--- src/rtl/assert_macros.svh ---
// Assertion macros used by the top-level RTL file for its concurrent checks.
`ifndef ASSERT_MACROS_SVH
`define ASSERT_MACROS_SVH

// Implication or plain property, sampled on the rising clock edge, off in reset.
`define ASSERT_CLK(lbl, prop, msg) \
   lbl: assert property (@(posedge clock) disable iff (reset) (prop)) else $error(msg);

// Condition that must never be seen at a clock edge outside reset.
`define ASSERT_NEVER(lbl, cond, msg) \
   lbl: assert property (@(posedge clock) disable iff (reset) !(cond)) else $error(msg);

`endif

--- src/rtl/ess_pkg.sv ---
// Shared constants and controller/datapath interface types for the ESS block.
`default_nettype none

package ess_pkg;

   localparam int WEIGHT_W           = 16;
   localparam int SQ_W               = 2 * WEIGHT_W;
   localparam int SUM_W              = 48;
   localparam int SQ_FRAC_BITS       = 30;
   localparam int ESS_W              = 24;
   localparam int ESS_FRAC_BITS_DFLT = 8;
   localparam int DIV_STEPS          = ESS_W;
   localparam int CNT_W              = $clog2(DIV_STEPS);

   // controller -> datapath
   typedef struct packed {
      logic accept;    // weight word taken this cycle
      logic check;     // latch divisor, classify sum, clear accumulator
      logic step;      // one restoring division step
      logic load_out;  // move result into the output register
   } ess_cmd_type;

   // datapath -> controller
   typedef struct packed {
      logic zero;      // sum of squares is zero
      logic big;       // quotient would exceed the maximum code
   } ess_sts_type;

endpackage

`default_nettype wire

--- src/rtl/effective_sample_size.sv ---
// Top level: Kish effective sample size of a stream of normalised weights.
//
//  channel | dir | tdata                  | tuser        | tlast
//  req_    | in  | [15:0] weight Q1.15    | -            | last weight of set
//  rsp_    | out | [23:0] ess Q(24-F).F   | [0] zero_sum | -
//
// Weight words are taken one per cycle while accumulating; each is squared,
// registered, then added to a 48-bit saturating sum of squares.
// After the word marked last, req_tready drops while the sum is classified,
// divided unless zero or saturating (restoring divider, one quotient bit per
// cycle), and while the result waits for the output register.
// The result word is held in an output register until rsp_tready takes it.
// Synchronous reset clears the sum, the controller and rsp_tvalid.
`default_nettype none
`include "assert_macros.svh"

module effective_sample_size
   import ess_pkg::*;
#(
   parameter int ESS_FRAC_BITS = ESS_FRAC_BITS_DFLT
) (
   input  wire logic                clock,
   input  wire logic                reset,
   input  wire logic                req_tvalid,
   output      logic                req_tready,
   input  wire logic [WEIGHT_W-1:0] req_tdata,   // [15:0] weight
   input  wire logic                req_tlast,
   output      logic                rsp_tvalid,
   input  wire logic                rsp_tready,
   output      logic [ESS_W-1:0]    rsp_tdata,   // [23:0] ess
   output      logic [0:0]          rsp_tuser    // [0] zero_sum
);

   localparam logic [ESS_W-1:0] ESS_ONE = {{(ESS_W-1){1'b0}}, 1'b1} << ESS_FRAC_BITS;

   ess_cmd_type cmd;
   ess_sts_type sts;
   logic        zero_sum;

   // sequencing only; no payload passes through here
   ess_ctrl u_ctrl (
      .clock     (clock),
      .reset     (reset),
      .in_valid  (req_tvalid),
      .in_last   (req_tlast),
      .in_ready  (req_tready),
      .out_valid (rsp_tvalid),
      .out_ready (rsp_tready),
      .cmd       (cmd),
      .sts       (sts)
   );

   // square, accumulate and divide under controller commands
   ess_dp #(
      .ESS_FRAC_BITS (ESS_FRAC_BITS)
   ) u_dp (
      .clock    (clock),
      .reset    (reset),
      .cmd      (cmd),
      .sts      (sts),
      .weight   (req_tdata),
      .ess      (rsp_tdata),
      .zero_sum (zero_sum)
   );

   assign rsp_tuser = zero_sum;

   // a zero sum must always report exactly 1.0
   `ASSERT_CLK(a_zero_is_one, $rose(rsp_tvalid) && rsp_tuser[0] |-> rsp_tdata == ESS_ONE, "zero sum without 1.0")
   // the last weight of a set stops intake while the result is worked out
   `ASSERT_CLK(a_last_stalls, req_tvalid && req_tready && req_tlast |=> !req_tready, "intake after last")
   // never overwrite a result word that is still waiting
   `ASSERT_NEVER(a_no_overwrite, cmd.load_out && rsp_tvalid && !rsp_tready, "result overwritten")

endmodule

`default_nettype wire

--- src/rtl/ess_dp.sv ---
// Datapath: squarer, saturating accumulator, iterative divider, output register.
`default_nettype none

module ess_dp
   import ess_pkg::*;
#(
   parameter int ESS_FRAC_BITS = ESS_FRAC_BITS_DFLT
) (
   input  wire logic                clock,
   input  wire logic                reset,
   input  wire ess_cmd_type         cmd,
   output      ess_sts_type         sts,
   input  wire logic [WEIGHT_W-1:0] weight,
   output      logic [ESS_W-1:0]    ess,
   output      logic                zero_sum
);

   // quotient reaches 2^ESS_W exactly when sum <= 2^(30+F-24)
   localparam logic [SUM_W-1:0] SAT_LIMIT =
      {{(SUM_W-1){1'b0}}, 1'b1} << (SQ_FRAC_BITS + ESS_FRAC_BITS - ESS_W);
   localparam logic [ESS_W-1:0] ESS_ONE = {{(ESS_W-1){1'b0}}, 1'b1} << ESS_FRAC_BITS;
   localparam logic [ESS_W-1:0] ESS_MAX = '1;

   logic [SQ_W-1:0]  sq_ff, sq_in;
   logic             sq_vld_ff;
   logic [SUM_W-1:0] sum_ff, sum_in;
   logic [SUM_W:0]   sum_ext;
   logic [SUM_W-1:0] div_ff, rem_ff, rem_in;
   logic [SUM_W:0]   rem_sh, rem_diff;
   logic [ESS_W-1:0] quo_ff, quo_in;
   logic             zero_ff;
   logic [ESS_W-1:0] ess_ff;
   logic             flag_ff;

   assign sq_in   = SQ_W'(weight) * SQ_W'(weight);
   assign sum_ext = {1'b0, sum_ff} + (SUM_W+1)'(sq_ff);

   assign sts.zero = (sum_ff == '0);
   assign sts.big  = (sum_ff <= SAT_LIMIT);

   always_comb begin
      sum_in = sum_ff;
      if (cmd.check) begin
         sum_in = '0;
      end else if (sq_vld_ff) begin
         sum_in = sum_ext[SUM_W] ? '1 : sum_ext[SUM_W-1:0];
      end
   end

   // shift remainder, subtract divisor where it fits
   assign rem_sh   = {rem_ff, 1'b0};
   assign rem_diff = rem_sh - {1'b0, div_ff};

   always_comb begin
      rem_in = rem_ff;
      quo_in = quo_ff;
      if (cmd.check) begin
         rem_in = SAT_LIMIT;
         quo_in = sts.zero ? ESS_ONE : ESS_MAX;
      end else if (cmd.step) begin
         if (!rem_diff[SUM_W]) begin
            rem_in = rem_diff[SUM_W-1:0];
            quo_in = {quo_ff[ESS_W-2:0], 1'b1};
         end else begin
            rem_in = rem_sh[SUM_W-1:0];
            quo_in = {quo_ff[ESS_W-2:0], 1'b0};
         end
      end
   end

   always_ff @(posedge clock) begin
      if (reset) begin
         sq_vld_ff <= 1'b0;
         sum_ff    <= '0;
      end else begin
         sq_vld_ff <= cmd.accept;
         sum_ff    <= sum_in;
      end
   end

   always_ff @(posedge clock) begin
      if (cmd.accept) begin
         sq_ff <= sq_in;
      end
      if (cmd.check) begin
         div_ff  <= sum_ff;
         zero_ff <= sts.zero;
      end
      rem_ff <= rem_in;
      quo_ff <= quo_in;
      if (cmd.load_out) begin
         ess_ff  <= quo_ff;
         flag_ff <= zero_ff;
      end
   end

   assign ess      = ess_ff;
   assign zero_sum = flag_ff;

endmodule

`default_nettype wire

--- src/rtl/ess_ctrl.sv ---
// Controller: sequences accumulate, classify, divide and result hand-off.
`default_nettype none

module ess_ctrl
   import ess_pkg::*;
(
   input  wire logic        clock,
   input  wire logic        reset,
   input  wire logic        in_valid,
   input  wire logic        in_last,
   output      logic        in_ready,
   output      logic        out_valid,
   input  wire logic        out_ready,
   output      ess_cmd_type cmd,
   input  wire ess_sts_type sts
);

   typedef enum logic [2:0] {
      ST_ACCUM,
      ST_DRAIN,
      ST_CHECK,
      ST_DIVIDE,
      ST_FINISH
   } state_type;

   state_type        state_ff;
   logic [CNT_W-1:0] cnt_ff;
   logic             out_valid_ff;
   logic             out_free;

   assign in_ready  = (state_ff == ST_ACCUM);
   assign out_valid = out_valid_ff;
   assign out_free  = !out_valid_ff || out_ready;

   always_comb begin
      cmd          = '0;
      cmd.accept   = in_ready && in_valid;
      cmd.check    = (state_ff == ST_CHECK);
      cmd.step     = (state_ff == ST_DIVIDE);
      cmd.load_out = (state_ff == ST_FINISH) && out_free;
   end

   always_ff @(posedge clock) begin
      if (reset) begin
         state_ff     <= ST_ACCUM;
         cnt_ff       <= '0;
         out_valid_ff <= 1'b0;
      end else begin
         if (cmd.load_out) begin
            out_valid_ff <= 1'b1;
         end else if (out_ready) begin
            out_valid_ff <= 1'b0;
         end
         case (state_ff)
            ST_ACCUM: begin
               if (cmd.accept && in_last) begin
                  state_ff <= ST_DRAIN;
               end
            end
            ST_DRAIN: begin
               state_ff <= ST_CHECK;
            end
            ST_CHECK: begin
               cnt_ff <= CNT_W'(DIV_STEPS - 1);
               if (sts.zero || sts.big) begin
                  state_ff <= ST_FINISH;
               end else begin
                  state_ff <= ST_DIVIDE;
               end
            end
            ST_DIVIDE: begin
               if (cnt_ff == '0) begin
                  state_ff <= ST_FINISH;
               end else begin
                  cnt_ff <= cnt_ff - 1'b1;
               end
            end
            ST_FINISH: begin
               if (out_free) begin
                  state_ff <= ST_ACCUM;
               end
            end
            default: begin
               state_ff <= ST_ACCUM;
            end
         endcase
      end
   end

endmodule

`default_nettype wire
--- config.mk ---
export PLATFORM = sky130hd
export DESIGN_NAME = effective_sample_size
export DESIGN_NICKNAME = d
export VERILOG_FILES = /design/src/rtl/ess_pkg.sv /design/src/rtl/effective_sample_size.sv /design/src/rtl/ess_dp.sv /design/src/rtl/ess_ctrl.sv
export VERILOG_INCLUDE_DIRS = /design/src /design/src/rtl
export SDC_FILE = /design/constraint.sdc
export NUM_CORES = 1
export LEC_CHECK = 0
export ABC_AREA = 1
export BUFFER_PORTS_ARGS = -buffer_cell sky130_fd_sc_hd__clkbuf_2
export CAP_MARGIN = 15
export CELL_PAD_IN_SITES_DETAIL_PLACEMENT = 1
export CELL_PAD_IN_SITES_GLOBAL_PLACEMENT = 2
export CORE_MARGIN = 1
export CORE_UTILIZATION = 38
export DETAILED_ROUTE_END_ITERATION = 8
export PLACE_DENSITY_LB_ADDON = 0.1
export SLEW_MARGIN = 5
export SYNTH_ARGS = -nofsm -noshare
export SYNTH_HDL_FRONTEND = slang
export SYNTH_SLANG_ARGS = --single-unit
export TNS_END_PERCENT = 1
--- constraint.sdc ---
create_clock -name clock -period 8.6 [get_ports clock]
set_input_delay 1.29 -clock clock [delete_from_list [all_inputs] [get_ports clock]]
set_output_delay 1.29 -clock clock [all_outputs]
set_load 0.02 [all_outputs]
---- Yosys cells after proc, flatten, opt, wreduce, memory -nomap -nowiden ----
Cells that the tools add are included.
cells by class
  add/sub/neg operators ................... 3
  multiply operators ...................... 1
  $lt $le $gt $ge ......................... 1
  equal/unequal tests ..................... 8
  muxes and demuxes ....................... 15
  reduce and logical (&&, ||, !) cells .... 14
operator list
  kind                                                   number
  2-to-1 mux 48 bit                                      2
  2-to-1 mux 24 bit                                      3
  adder 48 x 32 -> 49 bit                                1
  subtractor 49 x 48 -> 49 bit                           1
  <= comparator 48 x 15 -> 1 bit, second input constant  1
  logical NOT 48 bit                                     1
  multiplier 16 x 16 -> 32 bit                           1
  one-hot mux 3 bit (5 select lines)                     1
  2-to-1 mux 3 bit                                       4
  one-hot mux 5 bit (2 select lines)                     1
  == test 3 x 2 -> 1 bit, second input constant          2
  logical NOT 5 bit                                      1
  2-to-1 mux 5 bit                                       1
  subtractor 5 x 1 -> 5 bit, second input constant       1
  != test 2 x 1 -> 1 bit, second input constant          2
  != test 2 bit, second input constant                   2
  nonzero test 2 bit                                     2
  == test 3 x 1 -> 1 bit, second input constant          1
  == test 3 bit, second input constant                   1
  logical AND 1 bit                                      3
  logical NOT 3 bit                                      1
  2-to-1 mux 1 bit                                       3
  AND reduction 3 bit                                    1
  logical OR 1 bit                                       2
  3 further kinds                                        3
storage, ports and cells
  register bits ........................... 236
  bits of input ports ..................... 21
  output and inout bits ................... 27
  word-level logic and storage cells ...... 54

---- Logic depth before layout (Yosys ltp) ----
  depth in word-level cells ............... 5
  mapped depth ............................ 27

---- Modules after synthesis ----
From an unflattened synthesis, not the netlist that was laid out.
second synthesis, totals
  cells, all modules ...................... 3320
  area total of the unflattened synthesis .. 23362.4 µm²
by module, submodules not included
  module    instances  cells each  area an instance (µm²)
  ess_dp    1          3248        22846.9
  ess_ctrl  1          72          515.5

---- Worst setup path after synthesis ----
OpenSTA, ideal clock, no wires.
  kind .................................... input port to flip-flop
  start ................................... input port req_tdata[9]
  end ..................................... register u_dp.sq_ff[31] (data pin)
  library setup time ...................... 0.253 ns
  arrival ................................. 6.416 ns
  data required time ...................... 8.347 ns
  slack ................................... 1.932 ns
  cell stages on the path ................. 24
  path buffers ............................ 2
  cells stage by stage .................... clkbuf_1 -> clkbuf_1 -> nand2_1 -> fa_1 -> inv_1 -> fa_1 -> inv_1 -> fa_1 -> inv_1 -> fa_1 -> fa_1 -> inv_1 -> fa_1 -> inv_1 -> ha_1 -> nand2_1 -> nor2_1 -> nand4_1 -> o211ai_1 -> nand3_1 -> nand2_1 -> nand3_1 -> nand3b_1 -> nand2_1
on the way
  word-level cells in the longest chain between the ends .. 1
ends and longest elaborated chain
  item                          RTL line                     text
  from (decl)                   effective_sample_size.sv:26  input wire logic [WEIGHT_W-1:0] req_tdata,
  multiplier 16 x 16 -> 32 bit  ess_dp.sv:35                 assign sq_in = SQ_W'(weight) * SQ_W'(weight);
  named net u_dp.sq_in[31]      ess_dp.sv:24                 logic [SQ_W-1:0] sq_ff, sq_in;
  to (signal assigned)          ess_dp.sv:83                 sq_ff <= sq_in;
  to (decl)                     ess_dp.sv:24
The timed path passes the listed nets, and every way through them passes these cells.
A chain may end at the register's enable or synchronous reset.

---- Worst setup path after layout ----
  start ................................... input port req_tdata[11]
  end ..................................... register u_dp.sq_ff[31] (data pin)
Same word-level chain as after synthesis.

==> run summary <==
Status = completed
Post-route DRC = 0
DR WL/cell = 18.5 µm
Worst-skew pair later-pin latency = 600 ps
VDD IR-drop max = 336 µV
Worst hold path class = register to register
Post-Syn Area per Cell = 7.01 µm²
Cell Area, Synth = 23500 µm²
Post-synthesis async set-or-reset flop share = 0%
Ys Warns = 0
Final setup TNS = 0 ps
Vias in the first global route = 22600
Fraction of the mapped netlist area in adder cells = 23.7%
Die Area = 62800 µm²
Register bit total from synthesis = 235
Rows = 90
Seq pwr share = 21.0%
CP endpoint kind = register
Die width = 251 µm
Drt first-iter violations = 967
Top achievable clock speed = 152 MHz
Worst EP arrival = 6920 ps
Final setup skew = 37.1 ps
Pin count of the biggest net entering global routing = 56
Clk pwr share = 13.5%
R2R Setup Slk = 5070 ps
Total power = 9490 µW
WHS = 422 ps
Clk root buf = clkbuf_16
Deepest clock path buffer count = 3
Vias/cell = 4.96
Post-synth EDFFs = 129
Int Power = 4590 µW
Top Ports = 48
Sequential area share after synthesis = 25.5%
Post-Layout Inst Area = 25500 µm²
Largest family of logic cells by synthesized area = simple AND/OR/NAND/NOR gates
Post-DP HPWL = 64.2 mm
Core area = 60700 µm²
Crit-path max FO = 17
DRT Pass-1 Iters = 5
RSZ-0062 raised after global routing = no
Synth unique cells = 46
Worst setup SP type = primary input
Hold endpoint = u_dp.zero_sum$_DFFE_PP_
Placed Area = 24500 µm²
Placed cell count = 4118
Postcts setup bufs = 0
Total number of vias = 20700
Power Density = 373 nW/µm²
Leak = 0.0140 µW
Starting Density = 38.7%
Layout cell share with drive strength beyond 1 = 4.60%
Critical Path Start = req_tdata[11]
Initial antenna violation count = 1
Post-synthesis xor/xnor area fraction = 3.06%
Worst hold stages = 0
Area Growth Syn to Fin = 8.31%
Reg2reg end = u_dp.rem_ff[14]$_SDFFE_PP1N_
Post-DRT Antenna Nets = 0
Post-synthesis mux area share = 0%
GRT overflow = 0
Sw Share = 51.6%
Endpoints failing hold = 0
Slew margin rel. = 35.6%
Post-CTS Hold Fix Bufs = 0
IO Port Bufs = 47
Tcrit/Tclk final = 76.6%
Worst-case reg-to-reg path depth = 16
Post-CTS resize count = 0
Logic pwr share = 65.5%
Die Ht = 251 µm
Final setup vio count = 0
Synth Area in Compound Gates = 6.33%
Final Instance Count excl. Fillers = 4172
Clock-pin slew on the worst setup and hold paths = 60 ps
Slew @ Worst Pin = 963 ps
Hold_sp = u_dp.zero_ff$_DFFE_PP_
Max H-tree Level = 1
Start of the worst register-to-register path = u_dp.div_ff[1]$_DFFE_PP_
First-pass GRT wire length = 124 mm
CTS Sinks = 235
CP required = 8930 ps
Post-layout nets = 3735
Synthesized Nets = 3720
TritonCTS clock tree = done
Post-Synth Simple-Gate Area = 27.7%
Final worst path period need = 6590 ps
Critical path class = primary input to register
Total of max-cap violations = 0
Tot GR Track Use = 25.3%
Psw = 4900 µW
Post-Syn Instances = 3352
WL final = 77.3 mm
N_diodes = 0
CTS buffer count = 29
Placer Congestion = 0.875
Final Max Tran Viols = 0
Most used DFF post-synth = edfxtp_1
==> critical path, cell delays in order <==
cell and delay (ps):
clkbuf_2 310, nand2_1 220, inv_1 90, fa_1 540
inv_1 50, fa_1 480, inv_1 50, fa_1 520
fa_1 460, fa_1 550, inv_1 60, fa_1 530
inv_1 40, ha_1 400, nand2_1 130, nor2_1 150
nand4_1 100, o211ai_1 400, nand3_1 140, nand2_1 140
nand3_1 100, nand3b_1 110, nand2_1 60
==> metal layers <==
layer,share of wire [%],track usage (%),vias up
met3,2.1,1.69,78
li1,-,-,10200
met4,2.4,6.24,0
met1,46,32.6,10200
met2,50,45.7,203
met5,0,0,-
==> flip-flops by register name, summed over array words and instances (netlist names) <==
name and cells:
u_ctrl.cnt_ff 5, u_dp.div_ff 48, u_dp.zero_ff 1, u_ctrl.out_valid 1
u_dp.zero_sum 1, u_dp.sq_ff 31, u_dp.ess 24, u_dp.quo_ff 24
u_dp.sq_vld_ff 1, u_dp.sum_ff 48, u_dp.rem_ff 48, u_ctrl.state_ff 3
==> cells in the final DEF, fill, tap and decap left out, types with 31 or more instances in the layout <==
| master | n |
|---|---|
| nand2_1 | 1034 |
| inv_1 | 743 |
| nor2_1 | 249 |
| ha_1 | 183 |
| fa_1 | 164 |
| nand3_1 | 160 |
| a21oi_1 | 146 |
| edfxtp_1 | 129 |
| dfxtp_1 | 106 |
| o21ai_0 | 74 |
| xor2_1 | 59 |
| clkbuf_2 | 47 |
| nand3b_1 | 34 |
| nand4_1 | 31 |
==> kinds of logic (layout without fill, tap and decap cells) <==
group / count (synthesis) / after routing
AND/OR/NAND/NOR: 1579 / 1579
buffers and inverters: 835 / 873
adder cells (fa/ha/maj): 347 / 347
AO/OA/AOI/OAI: 274 / 274
flip-flops: 235 / 235
XOR/XNOR: 82 / 82
==> cell usage after synthesis, types with 3 or more instances <==
library cell  instances  area, µm²
nand2_1            1034       3880
inv_1               743       2790
nor2_1              250        938
ha_1                183       2290
fa_1                164       3280
nand3_1             160        801
a21oi_1             146        731
edfxtp_1            129       3870
dfxtp_1             106       2120
o21ai_0              74        370
xor2_1               59        517
clkbuf_1             47        176
nand3b_1             34        255
nand4_1              31        194
nor3_1               27        135
xnor2_1              23        201
inv_2                15       56.3
a31oi_1              14       87.6
buf_2                13       65.1
o21bai_1             13       97.6
nand2_2               9       56.3
nor2_2                9       56.3
a21o_1                8       60.1
or2_2                 8       50.1
buf_6                 7       78.8
nor4_1                6       37.5
buf_4                 4       30.0
a21boi_0              3       22.5
buf_1                 3       11.3
clkinv_1              3       11.3
nor3b_1               3       22.5
o211ai_1              3       22.5
o21ai_1               3       15.0
==> how the worst max path moves through the flow <==
stage                                          end  slack [ps]  depth (start not counted)
after floorplan           u_dp.sq_ff[31]$_DFFE_PP_        1930                         24
after global placement    u_dp.sq_ff[31]$_DFFE_PP_        1570                         23
after detailed placement  u_dp.sq_ff[31]$_DFFE_PP_        1400                         23
after CTS                 u_dp.sq_ff[31]$_DFFE_PP_        2000                         23
after global routing      u_dp.sq_ff[31]$_DFFE_PP_        1620                         23
final                     u_dp.sq_ff[31]$_DFFE_PP_        2010                         23
==> through the flow <==
stage                     utilization [%]  setup slack, ps
after global routing                 41.9             1620
after CTS                            41.9             2000
final                                41.9             2010
after floorplan                         -             1930
after detailed placement             40.3             1400
after global placement               40.3             1570
==> power groups by stage <==
| stage | combinational, µW | clock (µW) | sequential, µW |
|---|---|---|---|
| 2_1_floorplan | 4470 | 0 | 1860 |
| 3_3_place_gp | 6120 | 0 | 2010 |
| 3_5_place_dp | 6240 | 0 | 2020 |
| 4_1_cts | 6300 | 1320 | 2000 |
| 5_1_grt | 7080 | 1350 | 2010 |
| 6_report | 6210 | 1280 | 2000 |
==> final cells by class <==
class	count	area, µm²
multi-input combinational	2282	14300
clock buffer	40	838
timing repair buffer	58	318
clock inverter	14	160
fill	7744	35200
inverter	761	2860
sequential	235	6000
tap	782	978
No activity file was read; power rests on OpenSTA's default activity.
